===== src/rtl/ctsc_pkg.sv =====
// Shared types, field codes and lookup functions for the clock time set controller.
package ctsc_pkg;

    localparam int NumFields = 6;

    // Codes for the time field under the cursor.
    localparam logic [2:0] FIELD_HOUR   = 3'd0;
    localparam logic [2:0] FIELD_MINUTE = 3'd1;
    localparam logic [2:0] FIELD_SECOND = 3'd2;
    localparam logic [2:0] FIELD_DAY    = 3'd3;
    localparam logic [2:0] FIELD_MONTH  = 3'd4;
    localparam logic [2:0] FIELD_YEAR   = 3'd5;

    // Command codes of an input word.
    localparam logic CMD_REFRESH = 1'b0;
    localparam logic CMD_BUTTONS = 1'b1;

    typedef struct packed {
        logic       cmd;
        logic       btn_set;
        logic       btn_move;
        logic       btn_up;
        logic [4:0] hour_in;
        logic [5:0] minute_in;
        logic [5:0] second_in;
        logic [4:0] day_in;
        logic [3:0] month_in;
        logic [6:0] year_in;
    } in_word_t;

    typedef struct packed {
        logic       write_valid;
        logic [2:0] write_field;
        logic [6:0] write_value;
        logic [7:0] write_bcd;
        logic       set_mode_on;
        logic [4:0] cursor_column;
        logic       backlight_on;
    } out_word_t;

    // Display column of each field; unused codes fall back to the first column.
    function automatic logic [4:0] column_of(input logic [2:0] idx);
        logic [4:0] col;
        case (idx)
            FIELD_HOUR:   col = 5'd1;
            FIELD_MINUTE: col = 5'd4;
            FIELD_SECOND: col = 5'd7;
            FIELD_DAY:    col = 5'd10;
            FIELD_MONTH:  col = 5'd13;
            FIELD_YEAR:   col = 5'd16;
            default:      col = 5'd1;
        endcase
        return col;
    endfunction

    // Month length; February has 29 days in every year divisible by four,
    // and an invalid month counts as 31 days.
    function automatic logic [4:0] days_in_month(input logic [3:0] month,
                                                 input logic [6:0] year);
        logic [4:0] len;
        case (month)
            4'd1, 4'd3, 4'd5, 4'd7, 4'd8, 4'd10, 4'd12: len = 5'd31;
            4'd4, 4'd6, 4'd9, 4'd11:                   len = 5'd30;
            4'd2:    len = (year[1:0] == 2'd0) ? 5'd29 : 5'd28;
            default: len = 5'd31;
        endcase
        return len;
    endfunction

endpackage


===== src/rtl/clock_time_set_controller.sv =====
// Top level of the clock time set controller: input register, update logic, result register.
//
// Usage: each input word is either a refresh (cmd low) that loads hour, minute,
// second, day, month and year read from the real-time clock, or a button sample
// (cmd high). Buttons act by priority: set toggles set mode and homes the cursor,
// move steps the cursor over the six fields, up increments the selected field in
// set mode (reported as a write with binary and BCD value) or toggles the
// backlight otherwise. Every input word yields exactly one result word.
// Channels: in_valid/in_stall/in_data and out_valid/out_stall/out_data; a word
// moves on a rising edge with valid high and stall low.
// Path: an accepted word waits in the input register, and its result moves
// through the result register to out_data. Throughput: one word per cycle while
// out_stall stays low, set by the state update between the two registers.
// Reset: set mode off, cursor on the hour, backlight on, time 00:00:00 on day 1,
// month 1, year 0; both registers empty.
// When the receiver stalls, the result holds and the input register still takes
// one more word; after that in_stall rises until the result is taken.
module clock_time_set_controller
    import ctsc_pkg::*;
(
    input  logic      clk,
    input  logic      rst_n,
    input  logic      in_valid,
    output logic      in_stall,
    input  in_word_t  in_data,
    output logic      out_valid,
    input  logic      out_stall,
    output out_word_t out_data
);

    logic      in_valid_reg;
    in_word_t  in_word_reg;
    logic      out_valid_reg;
    out_word_t out_word_reg;

    logic       edit_mode_reg, edit_mode_next;
    logic [2:0] cursor_reg,    cursor_next;
    logic       backlight_reg, backlight_next;
    logic [4:0] hour_reg,      hour_next;
    logic [5:0] minute_reg,    minute_next;
    logic [5:0] second_reg,    second_next;
    logic [4:0] day_reg,       day_next;
    logic [3:0] month_reg,     month_next;
    logic [6:0] year_reg,      year_next;

    logic       advance;
    logic       in_take;
    out_word_t  result;

    logic [7:0]  hour_inc, minute_inc, second_inc, day_inc, month_inc, year_inc;
    logic [6:0]  bump_value;
    logic [14:0] tens_prod;
    logic [3:0]  tens;
    logic [6:0]  ones;

    // The held word moves to the result register when that register is free or drains.
    assign advance  = in_valid_reg && (!out_valid_reg || !out_stall);
    assign in_stall = in_valid_reg && !advance;
    assign in_take  = in_valid && !in_stall;

    assign hour_inc   = 8'({3'd0, hour_reg}) + 8'd1;
    assign minute_inc = 8'({2'd0, minute_reg}) + 8'd1;
    assign second_inc = 8'({2'd0, second_reg}) + 8'd1;
    assign day_inc    = 8'({3'd0, day_reg}) + 8'd1;
    assign month_inc  = 8'({4'd0, month_reg}) + 8'd1;
    assign year_inc   = 8'({1'd0, year_reg}) + 8'd1;

    // Incremented value of the selected field, wrapped.
    always_comb
    begin
        case (cursor_reg)
            FIELD_HOUR:   bump_value = (hour_inc >= 8'd24) ? 7'd0 : hour_inc[6:0];
            FIELD_MINUTE: bump_value = (minute_inc >= 8'd60) ? 7'd0 : minute_inc[6:0];
            FIELD_SECOND: bump_value = (second_inc >= 8'd60) ? 7'd0 : second_inc[6:0];
            FIELD_DAY:    bump_value = (day_inc > 8'({3'd0, days_in_month(month_reg, year_reg)}))
                                       ? 7'd1 : day_inc[6:0];
            FIELD_MONTH:  bump_value = (month_inc > 8'd12) ? 7'd1 : month_inc[6:0];
            default:      bump_value = (year_inc >= 8'd100) ? 7'd0 : year_inc[6:0];
        endcase
    end

    // Divide by ten through the reciprocal 205/2048, exact for values below 179.
    assign tens_prod = 15'(bump_value) * 15'd205;
    assign tens      = tens_prod[14:11];
    assign ones      = bump_value - {3'd0, tens} * 7'd10;

    always_comb
    begin
        edit_mode_next = edit_mode_reg;
        cursor_next    = cursor_reg;
        backlight_next = backlight_reg;
        hour_next      = hour_reg;
        minute_next    = minute_reg;
        second_next    = second_reg;
        day_next       = day_reg;
        month_next     = month_reg;
        year_next      = year_reg;
        result.write_valid = 1'b0;
        result.write_field = 3'd0;
        result.write_value = 7'd0;
        result.write_bcd   = 8'd0;

        priority if (in_word_reg.cmd == CMD_REFRESH)
        begin
            hour_next   = in_word_reg.hour_in;
            minute_next = in_word_reg.minute_in;
            second_next = in_word_reg.second_in;
            day_next    = in_word_reg.day_in;
            month_next  = in_word_reg.month_in;
            year_next   = in_word_reg.year_in;
        end
        else if (in_word_reg.btn_set)
        begin
            edit_mode_next = !edit_mode_reg;
            cursor_next    = FIELD_HOUR;
        end
        else if (in_word_reg.btn_move)
        begin
            cursor_next = (cursor_reg >= FIELD_YEAR) ? FIELD_HOUR : cursor_reg + 3'd1;
        end
        else if (in_word_reg.btn_up)
        begin
            if (edit_mode_reg)
            begin
                result.write_valid = 1'b1;
                result.write_field = cursor_reg;
                result.write_value = bump_value;
                result.write_bcd   = {tens, ones[3:0]};
                case (cursor_reg)
                    FIELD_HOUR:   hour_next   = bump_value[4:0];
                    FIELD_MINUTE: minute_next = bump_value[5:0];
                    FIELD_SECOND: second_next = bump_value[5:0];
                    FIELD_DAY:    day_next    = bump_value[4:0];
                    FIELD_MONTH:  month_next  = bump_value[3:0];
                    default:      year_next   = bump_value;
                endcase
            end
            else
            begin
                backlight_next = !backlight_reg;
            end
        end
        else
        begin
            // A sample with no button pressed leaves everything as it is.
        end

        result.set_mode_on   = edit_mode_next;
        result.cursor_column = column_of(cursor_next);
        result.backlight_on  = backlight_next;
    end

    always_ff @(posedge clk or negedge rst_n)
    begin
        if (!rst_n)
        begin
            in_valid_reg  <= 1'b0;
            out_valid_reg <= 1'b0;
            edit_mode_reg <= 1'b0;
            cursor_reg    <= FIELD_HOUR;
            backlight_reg <= 1'b1;
            hour_reg      <= 5'd0;
            minute_reg    <= 6'd0;
            second_reg    <= 6'd0;
            day_reg       <= 5'd1;
            month_reg     <= 4'd1;
            year_reg      <= 7'd0;
        end
        else
        begin
            if (in_take)
                in_valid_reg <= 1'b1;
            else if (advance)
                in_valid_reg <= 1'b0;

            if (advance)
            begin
                out_valid_reg <= 1'b1;
                edit_mode_reg <= edit_mode_next;
                cursor_reg    <= cursor_next;
                backlight_reg <= backlight_next;
                hour_reg      <= hour_next;
                minute_reg    <= minute_next;
                second_reg    <= second_next;
                day_reg       <= day_next;
                month_reg     <= month_next;
                year_reg      <= year_next;
            end
            else if (!out_stall)
            begin
                out_valid_reg <= 1'b0;
            end
        end
    end

    always_ff @(posedge clk)
    begin
        if (in_take)
            in_word_reg <= in_data;
        if (advance)
            out_word_reg <= result;
    end

    assign out_valid = out_valid_reg;
    assign out_data  = out_word_reg;

`ifndef SYNTHESIS
    a_cursor_range: assert property (@(posedge clk) disable iff (!rst_n)
        cursor_reg <= FIELD_YEAR)
        else $error("cursor left the six fields");

    a_write_in_set_mode: assert property (@(posedge clk) disable iff (!rst_n)
        out_valid && out_data.write_valid |-> out_data.set_mode_on)
        else $error("field write outside set mode");

    a_no_write_zero: assert property (@(posedge clk) disable iff (!rst_n)
        out_valid && !out_data.write_valid |->
            out_data.write_field == 3'd0 && out_data.write_value == 7'd0
            && out_data.write_bcd == 8'd0)
        else $error("write fields not cleared without a write");

    a_bcd_digit: assert property (@(posedge clk) disable iff (!rst_n)
        out_valid && out_data.write_valid |-> out_data.write_bcd[3:0] <= 4'd9)
        else $error("BCD ones digit out of range");

    a_stall_when_full: assert property (@(posedge clk) disable iff (!rst_n)
        in_stall |-> in_valid_reg && out_valid_reg && out_stall)
        else $error("input stalled with room to spare");
`endif

endmodule

===== config.mk =====
export PLATFORM = sky130hd
export DESIGN_NAME = clock_time_set_controller
export DESIGN_NICKNAME = d
export VERILOG_FILES = /design/src/rtl/ctsc_pkg.sv /design/src/rtl/clock_time_set_controller.sv
export SDC_FILE = /design/constraint.sdc
export NUM_CORES = 1
export LEC_CHECK = 0
export ABC_AREA = 1
export BUFFER_PORTS_ARGS = -buffer_cell sky130_fd_sc_hd__buf_2
export CAP_MARGIN = 10
export CORE_MARGIN = 1.5
export CORE_UTILIZATION = 29
export CTS_CLUSTER_DIAMETER = 30
export DETAILED_ROUTE_END_ITERATION = 7
export GPL_ROUTABILITY_DRIVEN = 1
export PLACE_DENSITY_LB_ADDON = 0.1
export SYNTH_ARGS = -nofsm -noshare
export SYNTH_HDL_FRONTEND = slang
export SYNTH_SLANG_ARGS = --single-unit

===== constraint.sdc =====
create_clock -name clk -period 8.2 [get_ports clk]
set_input_delay 1.23 -clock clk [delete_from_list [all_inputs] [get_ports clk]]
set_output_delay 1.23 -clock clk [all_outputs]
set_load 0.02 [all_outputs]

==> summary by stage <==
Setup path
The capturing element type of the critical path is a flip-flop. The slowest stage of the critical path is the sky130_fd_sc_hd__dfstp_2 cell. The highest cell delay on the worst timing path is 580 ps. Data on the critical path is required at its endpoint by 8310 ps. The setup check on the worst reg-to-reg path leaves a slack of 1290 ps. The worst setup path is launched from a flip-flop. The worst register-to-register path begins at month_reg[0]$_DFFE_PN1P_. In this run the critical register-to-register path is captured at out_data[10]$_SDFFCE_PP0P_. The critical path is of the flip-flop to flip-flop type. The number of cell instances on the worst register-to-register path is 37. The maximum fanout along the worst path is 6. The worst endpoint data arrival time is 7020 ps.

STA
The top achievable clock speed is 145 MHz. In the final timing run, aggregate negative setup slack is 0 ps. The tightest slew margin relative to the limit is 0.310. Setup violations remaining at the end of the flow were counted as 0. The final period utilization is 0.842. For the final database, setup skew stands at 7.22 ps. The number of hold violations in the final report is 0. The count of final max-slew check failures is 0. Setup repair after global routing left no endpoint under its margin.

The worst-margin pin slew is 1040 ps. The time the worst path needs with I/O delays and setup is 6910 ps.

Routing
For this run, design rule violations remaining after detail routing come to 0. The number of nets with antenna violations after routing is 0. The first TritonRoute pass finished after 5 iterations. The count of vias placed by the detailed router is 4536. The first routing iteration left 215 violations.

The wire length reported by the detailed router is 14600 um. The via count normalized by instance count is 4.54. The routed wire length per instance is 14.6 um.

Yosys
Each instance of the synthesized netlist takes up on average 9.36 um2. In this run, synthesis produced a sequential element count of 102. The adder and majority cell fraction of the synthesized area is 0.140.

Yosys printed 0 warnings. Of the total synthesized cell area, the portion taken by AND, OR, NAND and NOR gates is 0.192. The most used flip-flop cell after synthesis is sky130_fd_sc_hd__edfxtp_1. Of the post-synthesis cell area, the part taken by muxes is 0.

In the post-synthesis netlist, the biggest area contributors are sky130_fd_sc_hd__edfxtp_1 (31%), sky130_fd_sc_hd__dfrtp_1 (15%), sky130_fd_sc_hd__ha_1 (11%). The main combinational cell family by area after synthesis is simple AND/OR/NAND/NOR gates. The number of enable flip-flop cells after synthesis is 62.

Summing every instance area after synthesis gives 6100 um2. Ranked by instance count, the synthesized netlist is headed by sky130_fd_sc_hd__inv_1 (106), sky130_fd_sc_hd__nand2_1 (106), sky130_fd_sc_hd__edfxtp_1 (62). The top-area cell type share of the netlist area is 0.305. The post-synthesis compound-gate area fraction was 0.102.

After synthesis, the share of flip-flops with an asynchronous set or reset is 0.392. Counting distinct cell types in the post-synthesis netlist gives 43. sky130_fd_sc_hd__edfxtp_1 takes more of the synthesized area than any other cell. The net count after synthesis is 756. The parity-gate share of the synthesized area counting xor and xnor cells is 0.0182. The sequential area share after synthesis is 0.470.

In the synthesized netlist, the number of instances is 652.

GRT
The first-pass GRT wire length is 23400 um. After global routing the overflow that remains totals 0. In the global route stage, met2 resource usage came out at 0.238. Entering global routing, the biggest net connects 41 pins. The number of global-route vias before repair is 4461.

The number of antenna violations at the first check in global routing is 0. In this run the most used layer during global routing was met2. The met3 usage in global routing is 0.0261. The overall global routing resource usage is 0.139. The met1 routing resource usage after global routing is 0.177.

CTS
The clock passes through at most 2 buffers. The root cell of the clock tree is sky130_fd_sc_hd__clkbuf_16. The number of hold buffers added after cts is 0. The number of clock buffers inserted by TritonCTS is 9. In this run the number of H-tree levels came out at 3.

Once the clock tree was built, the setup fixing pass inserted 0 buffers. In this run, post-CTS repair resized a total of 0 instances. Clock tree synthesis found a total of 102 sinks. After clock tree synthesis, the clock-pin slew on the worst setup and hold paths is 70 ps. TritonCTS built the clock tree.

The clock latency on the worst-skew pair is 350 ps.

Layout
The fraction of final layout cells with drive strength greater than 1 is 0.185. Fill cells in the final layout number 2123. The area added between synthesis and finish is 15.9%. The area of the multi-input gates is 2760 um2. Across the whole layout, storage elements account for 2870 um2. The antenna cell count is 0. The number of flip-flops under the largest register name is 37. In the final design database the tool counted 828 nets.

Floorplan
The die covers 21900 um2. The die width is 148 um. 69 I/O pins were placed. The floorplan has 52 rows. Measured along the y axis, the die boundary spans 148 um.

The core box area is 20400 um2. The initial standard-cell utilization of the core is 0.299.

Run status
The run finished with clean final reports.

Hold path
The number of instances on the worst hold path is 2. The type of the tightest min-delay check is flip-flop to flip-flop. The worst hold path terminates at out_valid$_DFFE_PN0P_. The beginning of the worst hold path is in_valid_reg$_DFFE_PN0P_.

Placement
The half-perimeter wire length after detailed placement is 11000 um. The final weighted congestion of routability-driven global placement is 0.856. The count of buffers inserted at the top-level ports is 68.

Flow run
The number of max-capacitance violations reported is 0.
==> cell type report <==
class,count,share of cell area
clock buffers,11,0.0343
clock inverters,5,0.00796
inverters,114,0.0605
multi-input cells,424,0.391
flip-flops and latches,102,0.405
well taps,270,0.0478
repair buffers,73,0.0534
==> worst max path at each step <==
stage | cells past startpoint | startpoint | to | slack (ps)
global route | 37 | month_reg[0]$_DFFE_PN1P_ | out_data[10]$_SDFFCE_PP0P_ | 660
floorplan | 37 | month_reg[0]$_DFFE_PN1P_ | out_data[10]$_SDFFCE_PP0P_ | 2080
finish | 37 | month_reg[0]$_DFFE_PN1P_ | out_data[10]$_SDFFCE_PP0P_ | 1290
global placement | 39 | month_reg[0]$_DFFE_PN1P_ | out_data[10]$_SDFFCE_PP0P_ | 1530
detailed placement | 37 | month_reg[0]$_DFFE_PN1P_ | out_data[10]$_SDFFCE_PP0P_ | 1260
CTS | 37 | month_reg[0]$_DFFE_PN1P_ | out_data[10]$_SDFFCE_PP0P_ | 1240
==> metal layers <==
metal	vias up	wire (um)
met5	-	0
met3	12	503
li1	2339	-
met2	87	7000
met4	0	227
met1	2098	6880
==> cells in the final DEF, fill, tap and decap left out, drive strengths merged <==
cell type and n:
o21ai 18, a31oi 2, o21a 1, nor2 54
clkbuf 11, fa 9, o21bai 1, xor2 7
buf 73, dfstp 3, bufinv 1, o22ai 1
a22oi 34, clkinv 2, xnor2 4, nand4 12
a221oi 1, inv 115, ha 54, nor3 7
or2 4, nand3b 2, nand2 115, o221ai 1
edfxtp 62, dfrtp 37, a21oi 44, nand3 52
clkinvlp 1, nor3b 1
==> logic make-up (layout without fill, tap and decap cells) <==
kind of cell             count (synthesis)  in the layout
adder cells (fa/ha/maj)                 63             63
XOR/XNOR                                11             11
flip-flops                             102            102
buffers and inverters                  126            203
AND/OR/NAND/NOR                        247            247
AO/OA/AOI/OAI                          103            103
==> critical path, delay by kind of cell (launching register included) <==
family	cells	cell delay (ps)
fa+ha+maj	8	2600
simple gates	15	1310
xor+xnor	2	330
flops	1	580
compound gates	7	1340
buf+inv	5	510
==> through the flow <==
step / area (um2) / instances / worst slack (ps) / utilization / hold WS, ps
2_1_floorplan: 6100 / 652 / 2080 / - / 443
5_1_grt: 7070 / 999 / 664 / 0.346 / 511
3_5_place_dp: 6770 / 983 / 1260 / 0.332 / 477
4_1_cts: 7070 / 999 / 1240 / 0.346 / 489
3_3_place_gp: 6770 / 983 / 1530 / 0.332 / 469
6_report: 7070 / 999 / 1290 / 0.346 / 490
Power is not shown: default switching activity piles up to over one toggle a cycle in this logic, so the estimate is an artifact.
